<file path="config.mk">
export PLATFORM = sky130hd
export DESIGN_NAME = sample_to_hue_color_converter_core
export DESIGN_NICKNAME = d
export VERILOG_FILES = /design/src/rtl/shcc_pkg.sv /design/src/rtl/sample_to_hue_color_converter_core.sv
export SDC_FILE = /design/constraint.sdc
export NUM_CORES = 1
export LEC_CHECK = 0
export BUFFER_PORTS_ARGS = -buffer_cell sky130_fd_sc_hd__buf_2
export CAP_MARGIN = 0
export CORE_MARGIN = 8
export CORE_UTILIZATION = 35
export CTS_CLUSTER_DIAMETER = 40
export DETAILED_ROUTE_END_ITERATION = 10
export GPL_ROUTABILITY_DRIVEN = 1
export GPL_TIMING_DRIVEN = 0
export MAX_ROUTING_LAYER = met4
export PLACE_DENSITY = 0.54
export SYNTH_ARGS = -nofsm -noshare
export SYNTH_HDL_FRONTEND = slang
export SYNTH_SLANG_ARGS = --single-unit
</file>
<file path="constraint.sdc">
create_clock -name clk -period 16.5 [get_ports clk]
set_clock_uncertainty 0.05 [all_clocks]
set_input_delay 4.125 -clock clk [delete_from_list [all_inputs] [get_ports clk]]
set_output_delay 4.125 -clock clk [all_outputs]
set_load 0.05 [all_outputs]
</file>
<file path="src/rtl/shcc_pkg.sv">
`default_nettype none

package shcc_pkg;

    // Number of sample bits that take part in the hue mapping.
    localparam int SAMPLE_BITS = 12;

    // Port widths of the payload and the configuration registers.
    localparam int ADC_W  = 12;
    localparam int FX_W   = 11;
    localparam int FRAC_W = 10;
    localparam int CHAN_W = 8;
    localparam int T_W    = ADC_W + 3;

    // Unsigned fixed point with ten fraction bits: FX_ONE stands for 1.0.
    localparam logic [FX_W-1:0] FX_ONE = FX_W'(1024);

    localparam logic [ADC_W-1:0] SAMPLE_MASK = ADC_W'((64'd1 << SAMPLE_BITS) - 64'd1);
    localparam logic [T_W-1:0]   T_MASK      = T_W'((64'd1 << SAMPLE_BITS) - 64'd1);

    localparam logic [FX_W-1:0] SAT_RESET   = FX_W'(1014);
    localparam logic [FX_W-1:0] LIGHT_RESET = FX_W'(512);

    localparam logic [CHAN_W-1:0] CHAN_MAX = CHAN_W'(255);

    typedef enum logic [0:0] {
        REG_SATURATION = 1'b0,
        REG_LIGHTNESS  = 1'b1
    } cfg_index_t;

    // Hue sectors of sixty degrees each.
    typedef enum logic [2:0] {
        SECT_RED_YELLOW    = 3'd0,
        SECT_YELLOW_GREEN  = 3'd1,
        SECT_GREEN_CYAN    = 3'd2,
        SECT_CYAN_BLUE     = 3'd3,
        SECT_BLUE_MAGENTA  = 3'd4,
        SECT_MAGENTA_RED   = 3'd5
    } sector_t;

    // Scales one channel value plus offset by 255/1024 and saturates at 255.
    function automatic logic [CHAN_W-1:0] to_channel(
        input logic [FX_W-1:0] v,
        input logic [FX_W-1:0] m
    );
        logic [FX_W:0]  sum;
        logic [19:0]    scaled;
        logic [9:0]     q;
        sum    = {1'b0, v} + {1'b0, m};
        scaled = {sum, 8'b0} - {8'b0, sum};
        q      = scaled[19:10];
        return (q > 10'(CHAN_MAX)) ? CHAN_MAX : q[CHAN_W-1:0];
    endfunction

endpackage

`default_nettype wire

</file>
<file path="src/rtl/sample_to_hue_color_converter_core.sv">
`default_nettype none

// Converts a stream of raw converter samples into RGB colors: each sample is
// masked to shcc_pkg::SAMPLE_BITS bits and mapped linearly onto the hue circle
// (full scale is 360 degrees), then turned into an 8-bit red, green and blue
// triple using the configured saturation and lightness (unsigned fixed point,
// 1024 means 1.0, values above 1024 act as 1024). The block takes one request
// per clock while the output side does not stall and delivers one result per
// request, in order. Each request passes through the three register stages of
// the pipeline: chroma multiply, the intermediate-value multiply with the
// offset, and the channel scaling into the output register. Stalls on the
// output side back up stage by stage, so empty stages still take new requests
// while a finished result waits. Saturation and lightness are written through
// cfg_write_en, cfg_index and cfg_data (index 0 is saturation, reset 1014;
// index 1 is lightness, reset 512) and must only be changed while no request
// is in flight.
module sample_to_hue_color_converter_core (
    input  wire logic                          clk,
    input  wire logic                          rst_n,

    input  wire logic                          cfg_write_en,
    input  wire logic [0:0]                    cfg_index,
    input  wire logic [shcc_pkg::FX_W-1:0]     cfg_data,

    input  wire logic                          sample_valid,
    output      logic                          sample_ready,
    input  wire logic [shcc_pkg::ADC_W-1:0]    adc_sample,

    output      logic                          rgb_valid,
    input  wire logic                          rgb_ready,
    output      logic [shcc_pkg::CHAN_W-1:0]   red,
    output      logic [shcc_pkg::CHAN_W-1:0]   green,
    output      logic [shcc_pkg::CHAN_W-1:0]   blue
);

    // Configuration registers.
    logic [shcc_pkg::FX_W-1:0] saturation_reg, saturation_next;
    logic [shcc_pkg::FX_W-1:0] lightness_reg, lightness_next;

    // Stage A: sector, fraction, chroma and clamped lightness.
    logic                          a_valid_reg, a_valid_next;
    logic [2:0]                    a_sect_reg, a_sect_next;
    logic [shcc_pkg::FRAC_W-1:0]   a_frac_reg, a_frac_next;
    logic [shcc_pkg::FX_W-1:0]     a_chroma_reg, a_chroma_next;
    logic [shcc_pkg::FX_W-1:0]     a_light_reg, a_light_next;

    // Stage B: sector, chroma, intermediate value and offset.
    logic                          b_valid_reg, b_valid_next;
    logic [2:0]                    b_sect_reg, b_sect_next;
    logic [shcc_pkg::FX_W-1:0]     b_chroma_reg, b_chroma_next;
    logic [shcc_pkg::FX_W-1:0]     b_inter_reg, b_inter_next;
    logic [shcc_pkg::FX_W-1:0]     b_offset_reg, b_offset_next;

    // Output register.
    logic                          out_valid_reg, out_valid_next;
    logic [shcc_pkg::CHAN_W-1:0]   red_reg, red_next;
    logic [shcc_pkg::CHAN_W-1:0]   green_reg, green_next;
    logic [shcc_pkg::CHAN_W-1:0]   blue_reg, blue_next;

    // Each stage moves when it is empty or the stage after it moves.
    logic out_adv;
    logic b_adv;
    logic a_adv;

    assign out_adv      = !out_valid_reg || rgb_ready;
    assign b_adv        = !b_valid_reg || out_adv;
    assign a_adv        = !a_valid_reg || b_adv;
    assign sample_ready = a_adv;

    // Configuration writes.
    always_comb
    begin
        saturation_next = saturation_reg;
        lightness_next  = lightness_reg;
        if (cfg_write_en)
        begin
            unique case (shcc_pkg::cfg_index_t'(cfg_index))
                shcc_pkg::REG_SATURATION: saturation_next = cfg_data;
                shcc_pkg::REG_LIGHTNESS:  lightness_next  = cfg_data;
                default:                  saturation_next = saturation_reg;
            endcase
        end
    end

    // Stage A logic: hue split and chroma. The hue position is sample * 6;
    // the bits above the sample width are the sector and the rest, rescaled
    // to ten fraction bits, is the position within the sector.
    logic [shcc_pkg::ADC_W-1:0]    sample_m;
    logic [shcc_pkg::T_W-1:0]      hue_pos;
    logic [shcc_pkg::T_W-1:0]      hue_low;
    logic [shcc_pkg::FX_W-1:0]     sat_cl;
    logic [shcc_pkg::FX_W-1:0]     light_cl;
    logic [shcc_pkg::FX_W:0]       light_x2;
    logic [shcc_pkg::FX_W-1:0]     light_dev;
    logic [shcc_pkg::FX_W-1:0]     chroma_span;
    logic [2*shcc_pkg::FX_W-1:0]   chroma_prod;

    always_comb
    begin
        sample_m    = adc_sample & shcc_pkg::SAMPLE_MASK;
        hue_pos     = shcc_pkg::T_W'({sample_m, 2'b0}) + shcc_pkg::T_W'({sample_m, 1'b0});
        hue_low     = hue_pos & shcc_pkg::T_MASK;
        sat_cl      = (saturation_reg > shcc_pkg::FX_ONE) ? shcc_pkg::FX_ONE : saturation_reg;
        light_cl    = (lightness_reg > shcc_pkg::FX_ONE) ? shcc_pkg::FX_ONE : lightness_reg;
        light_x2    = {light_cl, 1'b0};
        // Distance of lightness from one half, in the doubled scale.
        if (light_x2 >= {1'b0, shcc_pkg::FX_ONE})
        begin
            light_dev = shcc_pkg::FX_W'(light_x2 - {1'b0, shcc_pkg::FX_ONE});
        end
        else
        begin
            light_dev = shcc_pkg::FX_W'({1'b0, shcc_pkg::FX_ONE} - light_x2);
        end
        chroma_span = shcc_pkg::FX_ONE - light_dev;
        chroma_prod = (2*shcc_pkg::FX_W)'(chroma_span) * (2*shcc_pkg::FX_W)'(sat_cl);

        a_valid_next  = a_adv ? sample_valid : a_valid_reg;
        a_sect_next   = 3'(hue_pos >> shcc_pkg::SAMPLE_BITS);
        a_frac_next   = shcc_pkg::FRAC_W'({hue_low, 10'b0} >> shcc_pkg::SAMPLE_BITS);
        a_chroma_next = shcc_pkg::FX_W'(chroma_prod >> 10);
        a_light_next  = light_cl;
    end

    // Stage B logic: intermediate value rises in even sectors and falls in
    // odd ones; the offset centers the color on the lightness.
    logic [shcc_pkg::FX_W-1:0]     inter_op;
    logic [2*shcc_pkg::FX_W-1:0]   inter_prod;
    logic [shcc_pkg::FX_W-1:0]     chroma_half;

    always_comb
    begin
        if (a_sect_reg[0])
        begin
            inter_op = shcc_pkg::FX_ONE - {1'b0, a_frac_reg};
        end
        else
        begin
            inter_op = {1'b0, a_frac_reg};
        end
        inter_prod  = (2*shcc_pkg::FX_W)'(a_chroma_reg) * (2*shcc_pkg::FX_W)'(inter_op);
        chroma_half = a_chroma_reg >> 1;

        b_valid_next  = b_adv ? a_valid_reg : b_valid_reg;
        b_sect_next   = a_sect_reg;
        b_chroma_next = a_chroma_reg;
        b_inter_next  = shcc_pkg::FX_W'(inter_prod >> 10);
        b_offset_next = (a_light_reg >= chroma_half) ? (a_light_reg - chroma_half)
                                                     : '0;
    end

    // Output stage logic: sector mix, then scaling of each channel.
    logic [shcc_pkg::FX_W-1:0] mix_r;
    logic [shcc_pkg::FX_W-1:0] mix_g;
    logic [shcc_pkg::FX_W-1:0] mix_b;

    always_comb
    begin
        unique case (shcc_pkg::sector_t'(b_sect_reg))
            shcc_pkg::SECT_RED_YELLOW:
            begin
                mix_r = b_chroma_reg; mix_g = b_inter_reg;  mix_b = '0;
            end
            shcc_pkg::SECT_YELLOW_GREEN:
            begin
                mix_r = b_inter_reg;  mix_g = b_chroma_reg; mix_b = '0;
            end
            shcc_pkg::SECT_GREEN_CYAN:
            begin
                mix_r = '0;           mix_g = b_chroma_reg; mix_b = b_inter_reg;
            end
            shcc_pkg::SECT_CYAN_BLUE:
            begin
                mix_r = '0;           mix_g = b_inter_reg;  mix_b = b_chroma_reg;
            end
            shcc_pkg::SECT_BLUE_MAGENTA:
            begin
                mix_r = b_inter_reg;  mix_g = '0;           mix_b = b_chroma_reg;
            end
            default:
            begin
                mix_r = b_chroma_reg; mix_g = '0;           mix_b = b_inter_reg;
            end
        endcase

        out_valid_next = out_adv ? b_valid_reg : out_valid_reg;
        red_next       = shcc_pkg::to_channel(mix_r, b_offset_reg);
        green_next     = shcc_pkg::to_channel(mix_g, b_offset_reg);
        blue_next      = shcc_pkg::to_channel(mix_b, b_offset_reg);
    end

    // Control state.
    always_ff @(posedge clk or negedge rst_n)
    begin
        if (!rst_n)
        begin
            saturation_reg <= shcc_pkg::SAT_RESET;
            lightness_reg  <= shcc_pkg::LIGHT_RESET;
            a_valid_reg    <= 1'b0;
            b_valid_reg    <= 1'b0;
            out_valid_reg  <= 1'b0;
        end
        else
        begin
            saturation_reg <= saturation_next;
            lightness_reg  <= lightness_next;
            a_valid_reg    <= a_valid_next;
            b_valid_reg    <= b_valid_next;
            out_valid_reg  <= out_valid_next;
        end
    end

    // Payload registers load whenever their stage moves.
    always_ff @(posedge clk)
    begin
        if (a_adv)
        begin
            a_sect_reg   <= a_sect_next;
            a_frac_reg   <= a_frac_next;
            a_chroma_reg <= a_chroma_next;
            a_light_reg  <= a_light_next;
        end
        if (b_adv)
        begin
            b_sect_reg   <= b_sect_next;
            b_chroma_reg <= b_chroma_next;
            b_inter_reg  <= b_inter_next;
            b_offset_reg <= b_offset_next;
        end
        if (out_adv)
        begin
            red_reg   <= red_next;
            green_reg <= green_next;
            blue_reg  <= blue_next;
        end
    end

    assign rgb_valid = out_valid_reg;
    assign red       = red_reg;
    assign green     = green_reg;
    assign blue      = blue_reg;

`ifndef SYNTHESIS
    // Chroma never exceeds one.
    a_chroma_range: assert property (@(posedge clk) disable iff (!rst_n)
        a_valid_reg |-> (a_chroma_reg <= shcc_pkg::FX_ONE))
        else $error("chroma above one in stage A");

    // The sector stays within the six hue sectors.
    a_sector_range: assert property (@(posedge clk) disable iff (!rst_n)
        a_valid_reg |-> (a_sect_reg <= 3'd5))
        else $error("hue sector out of range");

    // Intermediate value never exceeds chroma.
    b_inter_range: assert property (@(posedge clk) disable iff (!rst_n)
        b_valid_reg |-> (b_inter_reg <= b_chroma_reg))
        else $error("intermediate value above chroma");

    // A request in stage B that may move shows up at the output next cycle.
    b_to_out: assert property (@(posedge clk) disable iff (!rst_n)
        (b_valid_reg && out_adv) |=> rgb_valid)
        else $error("result lost between stage B and output");

    // Input backpressure only when every stage holds a request.
    full_when_stalled: assert property (@(posedge clk) disable iff (!rst_n)
        !sample_ready |-> (a_valid_reg && b_valid_reg && out_valid_reg && !rgb_ready))
        else $error("input stalled with an empty stage");
`endif

endmodule

`default_nettype wire

</file>
Yosys cells after proc, flatten, opt, wreduce, memory -nomap -nowiden --
Index checks and enable logic that the tools add are counted. Widths: inputs -> output; s select.
Operators by class: multiply operators 2, order comparisons 7, add/subtract/negate cells 12, reduce and logical (&&, ||, !) cells 15, eq/ne operators 4, bitwise operators 1, multiplexer cells 7
Operators by type and width (count):
- $pmux 11 s2 | 3
- $sub 20x12->20 | 3
- $mux 11 | 4
- $mul 11x11->21 | 2
- $add 11x11->12 | 3
- $gt 10x8->1 const B | 3
- $gt 11x11->1 const B | 2
- $sub 11x11->11 const A | 2
- $add 14x13->15 | 1
- $ge 12x11->1 const B | 1
- $reduce_or 2->1 | 6
- $ge 11x10->1 | 1
- $sub 11x10->11 | 1
- $sub 11x10->11 const A | 1
- $sub 11x11->11 const B | 1
- $eq 3x2->1 const B | 2
- $reduce_and 2->1 | 2
- $eq 3x1->1 const B | 1
- $eq 3x3->1 const B | 1
- $logic_not 1->1 | 3
- $logic_not 3->1 | 1
- $logic_or 1x1->1 | 3
- $not 1->1 | 1
Word-level totals: register bits 120, input port bits 29

Longest topological paths before layout --
Gate-level depths: netlist (run 1).
depth in word-level cells 6, depth in mapped cells 30

Worst setup path after synthesis (run 1) --
Ideal clock, no wire load.
path kind input-to-output, start point input rgb_ready, end point output sample_ready, stages 1, data arrival time 5.635 ns, setup slack 6.690 ns, cells stage by stage nand4b_1
Between the ends: longest elaborated chain between the ends 3
RTL lines:
- from (decl) | RTL line sample_to_hue_color_converter_core.sv:30 | input wire logic rgb_ready,
- $logic_or 1x1->1 | RTL line sample_to_hue_color_converter_core.sv:65 | assign out_adv = !out_valid_reg || rgb_ready;
- $logic_or 1x1->1 | RTL line sample_to_hue_color_converter_core.sv:66 | assign b_adv = !b_valid_reg || out_adv;
- $logic_or 1x1->1 | RTL line sample_to_hue_color_converter_core.sv:67 | assign a_adv = !a_valid_reg || b_adv;
- to (decl) | RTL line sample_to_hue_color_converter_core.sv:26 | output logic sample_ready,
No other way between the ends.

Worst setup path after layout (run 1) --
Same ends and word-level chain as after synthesis.

==> reports/summary.txt, run 1 <==
Worst Setup Start Kind = primary input
Sink Count = 120
hold path start = a_chroma_reg[4]
postcts setup bufs = 0
Worst R2R Setup Slack = 8.22 ns
Skew-Pair Late Insertion Delay = 0.47 ns
via count = 11560
Required @ worst endpoint = 12.33 ns
area of the multi-input gates = 10830 um2
DRC violations left = 0
part of the Yosys area used for sequential elements = 22.65%
RSZ-0062 raised after global routing = false
CTS Root Cell = clkbuf_16
Critical-path top delay cell = nand4b_1
Worst setup EP type = primary output
Synth Register Bits = 120
slowest stage delay, CP = 0.32 ns
reg2reg start = lightness_reg[10]
status = finished, final reports clean
Post-synth EDFFs = 95
total area of sequential cells = 3490 um2
largest net degree at the start of global routing = 26
DRT Pass-1 Iters = 5
hold path depth = 0
IO Port Bufs = 54
share of cells above drive strength 1 = 8.016%
most frequent cells in the layout = inv_1 (235), nand2_1 (218), ha_1 (177)
signal arrival time at the worst endpoint = 5.21 ns
Post-Syn Instances = 1695
syn_area_per_cell = 9.088 um2
worst-case hold path end point = b_chroma_reg[4]
Placer Congestion = 0.8964
FF-to-FF End = a_chroma_reg[10]
FP Rows = 77
Core Area = 43840 um2
# fillers = 4422
Avg WL per Cell = 15.47 um
final period utilization = 56.87%
final hold violations = 0
Slew @ Worst Pin = 1.175 ns
crit path max fanout = 19
unique cell type count in the Yosys netlist = 68
Initial Utilization = 35.14%
IO Pins = 55
Mapped Nets = 2053
Netlist Area Pre-Place = 15400 um2
number of CTS-inserted buffers = 17
Diodes inserted = 0
die area = 50980 um2
initial drt markers = 540
Register-to-Register Path Depth = 29
Remaining Overflow, GRT = 0
Via density = 4.865
vias in the first global route = 11840
hpwl dp = 30.86 mm
critical path's top delay family = buffers and inverters
clock buffer depth = 2
leading cell type in the layout, fill and taps excluded = inv_1
first-pass GRT wire length = 59.67 mm
CTS tree = built
count of final setup violators = 0
worst-path cell chain = buf_2, nand4b_1, buf_8, buf_8, buf_2
critical path class = primary input to primary output
Min Clock Period, post-route = 9.384 ns
Global Route Usage Sum = 15.37%
ys flop type = edfxtp_1
ys async rst share = 20.83%
worst relative slew slack = 21.68%
Synth Warn # = 0
Hold-fix buffers, CTS = 0
Routed WL = 36.75 mm
Max Cap Viol = 0
antenna viol nets, final = 0
Die Y = 225.8 um
buffer and inverter count on the worst path = 4
Max Freq = 0.1066 GHz
Setup TNS Final = 0 ns
Synth-to-Final Area Change = 10.75%
clk slew on worst S/H paths = 0.06 ns
Hold Path Class = flop to flop
H-tree depth = 4
DIE WIDTH = 225.8 um
initial antenna violation count = 0
CTS resizes = 0
Slew Limit Fails = 0
fin nets = 2130
==> worst max-delay path by stage <==
stage,depth (start not counted),to,start
3_3_place_gp,3,sample_ready,rgb_ready
3_5_place_dp,5,sample_ready,rgb_ready
2_1_floorplan,1,sample_ready,rgb_ready
6_report,5,sample_ready,rgb_ready
4_1_cts,5,sample_ready,rgb_ready
5_1_grt,5,sample_ready,rgb_ready
==> synthesized netlist by cell type, drive strengths merged (16+ instances only) <==
cell,instances,area share [%]
a22o,22,1.3
nand2b,26,1.1
clkbuf,50,1.2
nand3,22,0.71
and2,22,0.89
nand2,218,5.3
a21oi,71,2.3
nor2,158,3.8
xnor2,64,3.7
edfxtp,95,19
nor3,20,0.68
mux2,31,2.3
nor2b,39,1.6
a21o,29,1.4
ha,177,14
inv,235,5.7
o21ai,64,2.1
dfrtp,16,2.6
xor2,37,2.1
fa,152,20
==> routing by layer <==
layer  track usage, %  share of wire, %  vias to the layer above
li1                 -                 -                     5764
met1            18.34                46                     5576
met2            25.65                49                      164
met3            3.181               3.2                       56
met4            5.262               2.4                        0
met5                -                 0                        -
==> cell families after synthesis <==
kind of cell	count (synthesis)	synth area share [%]
simple gates	562	16.85
fa+ha+maj	329	34.13
buf+inv	288	7.018
compound gates	259	10.96
flops	120	22.65
xor+xnor	101	5.791
mux	36	2.591
==> worst register-to-register path: cells and delay by family, from the launching register on <==
kind / cells / cell delay [ns]
AO/OA/AOI/OAI: 6 / 1.61
XOR/XNOR: 2 / 0.58
adder cells (fa/ha/maj): 7 / 3.00
buffers and inverters: 7 / 1.01
flip-flops: 1 / 0.47
AND/OR/NAND/NOR: 7 / 1.30
==> layout make-up <==
cell class	count	area share, %
clock inverters	12	0.8947
multi-input cells	1287	63.50
plain buffers	53	1.166
repair buffers	58	1.936
inverters	235	5.170
well taps	592	4.341
flip-flops and latches	120	20.45
clock buffers	19	2.537
==> metrics by stage <==
stage	util [%]	cell area, um2	hold slack, ns	std cells	setup WS [ns]
floorplan	-	15400	0.3503	1695	6.690
global placement	37.45	16420	0.3926	2341	5.803
detailed placement	37.59	16480	0.3952	2345	7.114
CTS	38.92	17060	0.4116	2376	7.109
global route	38.92	17060	0.4224	2376	7.070
finish	38.92	17060	0.4120	2376	7.116
Power of run 1 is not shown: default switching activity piles up to over one toggle a cycle in this logic, so the estimate is an artifact.
==> run 2: changes to the inputs <==
--- a/config.mk
+++ b/config.mk
@@ -5,6 +5,7 @@
 export SDC_FILE = /design/constraint.sdc
 export NUM_CORES = 1
 export LEC_CHECK = 0
+export ABC_AREA = 1
 export BUFFER_PORTS_ARGS = -buffer_cell sky130_fd_sc_hd__buf_2
 export CAP_MARGIN = 0
 export CORE_MARGIN = 8
@@ -14,7 +15,7 @@
 export GPL_ROUTABILITY_DRIVEN = 1
 export GPL_TIMING_DRIVEN = 0
 export MAX_ROUTING_LAYER = met4
-export PLACE_DENSITY = 0.54
+export PLACE_DENSITY = 0.56
 export SYNTH_ARGS = -nofsm -noshare
 export SYNTH_HDL_FRONTEND = slang
 export SYNTH_SLANG_ARGS = --single-unit
==> constraint.sdc (replaced) <==
create_clock -name clk -period 8 [get_ports clk]
set_clock_uncertainty 0.05 [all_clocks]
set_input_delay 2 -clock clk [delete_from_list [all_inputs] [get_ports clk]]
set_output_delay 2 -clock clk [all_outputs]
set_load 0.05 [all_outputs]
==> run 2 against run 1 <==
  * Final area rose by 3.7%
  * Non-clock buffer count is 26 lower
  * Area after synthesis grew 3.5%
  * Worst hold slack worse by 0.015 ns
  * Die area grew 3.3%
  * Critical path depth increased by 31
  * First-iteration DRC count is 25% higher
  * Flip-flop and latch count did not move
  * Routed wire length rose by 7.2%
  * Global-route usage is 0.25 points higher
  * Clock-buffer cell count is 1 lower
  * Register-to-register slack got worse by 7.6 ns
  * Largest cell class unchanged
==> reports/summary.txt, run 2 <==
DRC violations left = 0
Global Route Usage Sum = 15.62%
via count = 12840
DIE WIDTH = 229.5 um
die area = 52650 um2
hold path depth = 0
IO Port Bufs = 54
IO Pins = 55
Slew @ Worst Pin = 1.153 ns
Synth Warn # = 0
FP Rows = 78
setup slack after layout = 0.5889 ns
CTS tree = built
syn_area_per_cell = 8.022 um2
ys flop type = edfxtp_1
mux cell area share after synthesis = 0%
CTS Root Cell = clkbuf_16
post-synth top area cell = fa_1
top cells by count, synth = inv_1 (418), nand2_1 (393), nor2_1 (196)
hold path start = a_chroma_reg[9]
final period utilization = 92.64%
Worst Setup Start Kind = flop
Synth-to-Final Area Change = 10.90%
Diodes inserted = 0
share of cells above drive strength 1 = 8.217%
dpl ws = 0.3168 ns
Hold Path Class = flop to flop
Netlist Area Pre-Place = 15950 um2
clk slew on worst S/H paths = 0.06 ns
Required @ worst endpoint = 8.14 ns
number of CTS-inserted buffers = 17
count of final setup violators = 0
Setup TNS Final = 0 ns
Core Area = 45190 um2
worst relative slew slack = 22.92%
Critical-path top delay cell = fa_1
Synth Area in Adders = 32.97%
antenna viol nets, final = 0
top-count cell post-synth = inv_1
Post-synth EDFFs = 95
Hold-fix buffers, CTS = 0
reg2reg start = lightness_reg[1]
Mapped Nets = 2346
Post-Syn Instances = 1988
Worst setup EP type = flop
critical path's top delay family = adder cells
Synth Area in Compound Gates = 8.261%
largest net degree at the start of global routing = 37
post-synth top area share = 19.08%
area of the multi-input gates = 10750 um2
Synth Register Bits = 120
Sink Count = 120
unique cell type count in the Yosys netlist = 57
largest cells by area after synthesis = fa_1 (19%), edfxtp_1 (18%), ha_1 (14%), inv_1 (9.8%), nand2_1 (9.2%)
initial antenna violation count = 0
Initial Utilization = 35.29%
hpwl dp = 33.21 mm
DP Cell Count = 2643
largest family of logic cells by synthesized area = adder cells
first-pass GRT wire length = 65.69 mm
part of the Yosys area used for sequential elements = 21.88%
Synth Area in XOR/XNOR = 5.578%
signal arrival time at the worst endpoint = 7.55 ns
FF-to-FF End = a_chroma_reg[10]
Routed WL = 39.40 mm
Remaining Overflow, GRT = 0
Die Y = 229.5 um
critical path class = flop to flop
total area of sequential cells = 3490 um2
Skew-Pair Late Insertion Delay = 0.44 ns
H-tree depth = 4
Placer Congestion = 0.9340
Worst R2R Setup Slack = 0.59 ns
RSZ-0062 raised after global routing = false
final hold slack = 0.3971 ns
leading cell type in the layout, fill and taps excluded = inv_1
Slew Limit Fails = 0
final cell count without fillers = 2681
Max Freq = 0.1349 GHz
Max Cap Viol = 0
buffer and inverter count on the worst path = 8
Post-Synth Simple-Gate Area = 20.50%
clock buffer depth = 2
slowest stage delay, CP = 0.55 ns
initial drt markers = 675
Avg WL per Cell = 14.70 um
Via density = 4.791
Register-to-Register Path Depth = 36
ys async rst share = 20.83%
vias in the first global route = 13160
CP dominant cell by count = nand2_1
status = finished, final reports clean
most frequent cells in the layout = inv_1 (417), nand2_1 (391), nor2_1 (195)
fin nets = 2426
worst-case hold path end point = b_chroma_reg[9]
DRT Pass-1 Iters = 5
Min Clock Period, post-route = 7.411 ns
# fillers = 4616
final hold violations = 0
crit path max fanout = 10
run 2: changes by cell type in the layout (fill, tap and decap cells not counted), sizes merged, moves of 22 or more:
cell	previous run	this run
nand2b	26	0
clkbuf	69	40
a22o	22	0
nor2	158	207
nor2b	39	0
inv	236	432
xor2	37	70
nand3	22	90
a21o	29	7
nand2	218	400
o22ai	0	34
mux2	31	0
xnor2	64	23
run 2: cells by family (layout without fill, tap and decap cells):
logic type / after synthesis / count (layout)
simple gates: 766 / 766
buf+inv: 458 / 551
fa+ha+maj: 329 / 329
compound gates: 222 / 222
flops: 120 / 120
xor+xnor: 93 / 93
run 2: cell type report:
type,count,area share [%]
tap,600,4.245
timing repair buffer,61,2.052
inverter,434,9.211
clock inverter,14,0.9904
multi-input combinational,1410,60.81
clock buffer,18,2.427
sequential,120,19.73
buffer,24,0.5377
run 2: metal layers:
metal  track usage [%]  share of wire (%)  vias to the layer above  wire (um)
met1             19.55                 47                     6092      18350
met2             25.84                 47                      244      18660
met3             2.991                4.2                       52       1638
met5                 -                  0                        -          0
li1                  -                  -                     6456          -
met4             3.825                1.9                        0        753
run 2: worst max-delay path by stage:
stage | startpoint | depth (start not counted) | end | slack [ns]
final | lightness_reg[1] | 36 | a_chroma_reg[10] | 0.59
after global routing | lightness_reg[1] | 35 | a_chroma_reg[9] | 0.03
after CTS | lightness_reg[1] | 38 | a_chroma_reg[10] | 0.30
after detailed placement | lightness_reg[1] | 38 | a_chroma_reg[10] | 0.32
after global placement | lightness_reg[1] | 35 | a_chroma_reg[9] | 0.40
after floorplan | lightness_reg[2] | 35 | a_chroma_reg[9] | 1.47
run 2: worst reg2reg max path: cells and delay by family (launching register included):
kind            cells  cell delay (ns)
xor+xnor            1             0.43
simple gates       19             2.22
buf+inv             8             0.77
flops               1             0.44
compound gates      1             0.27
fa+ha+maj           7             3.00
run 2: repair_timing:
action / in CTS / in global routing
setup endpoints to repair: 0 / 8
resized for setup: 0 / 6
setup buffers: 0 / 5
run 2: per-stage QoR:
step | cell area, um2 | utilization, %
2_1_floorplan | 15950 | -
3_3_place_gp | 16970 | 37.55
3_5_place_dp | 17000 | 37.61
4_1_cts | 17600 | 38.95
5_1_grt | 17690 | 39.14
6_report | 17690 | 39.14
Power of run 2 is left out for the same reason.
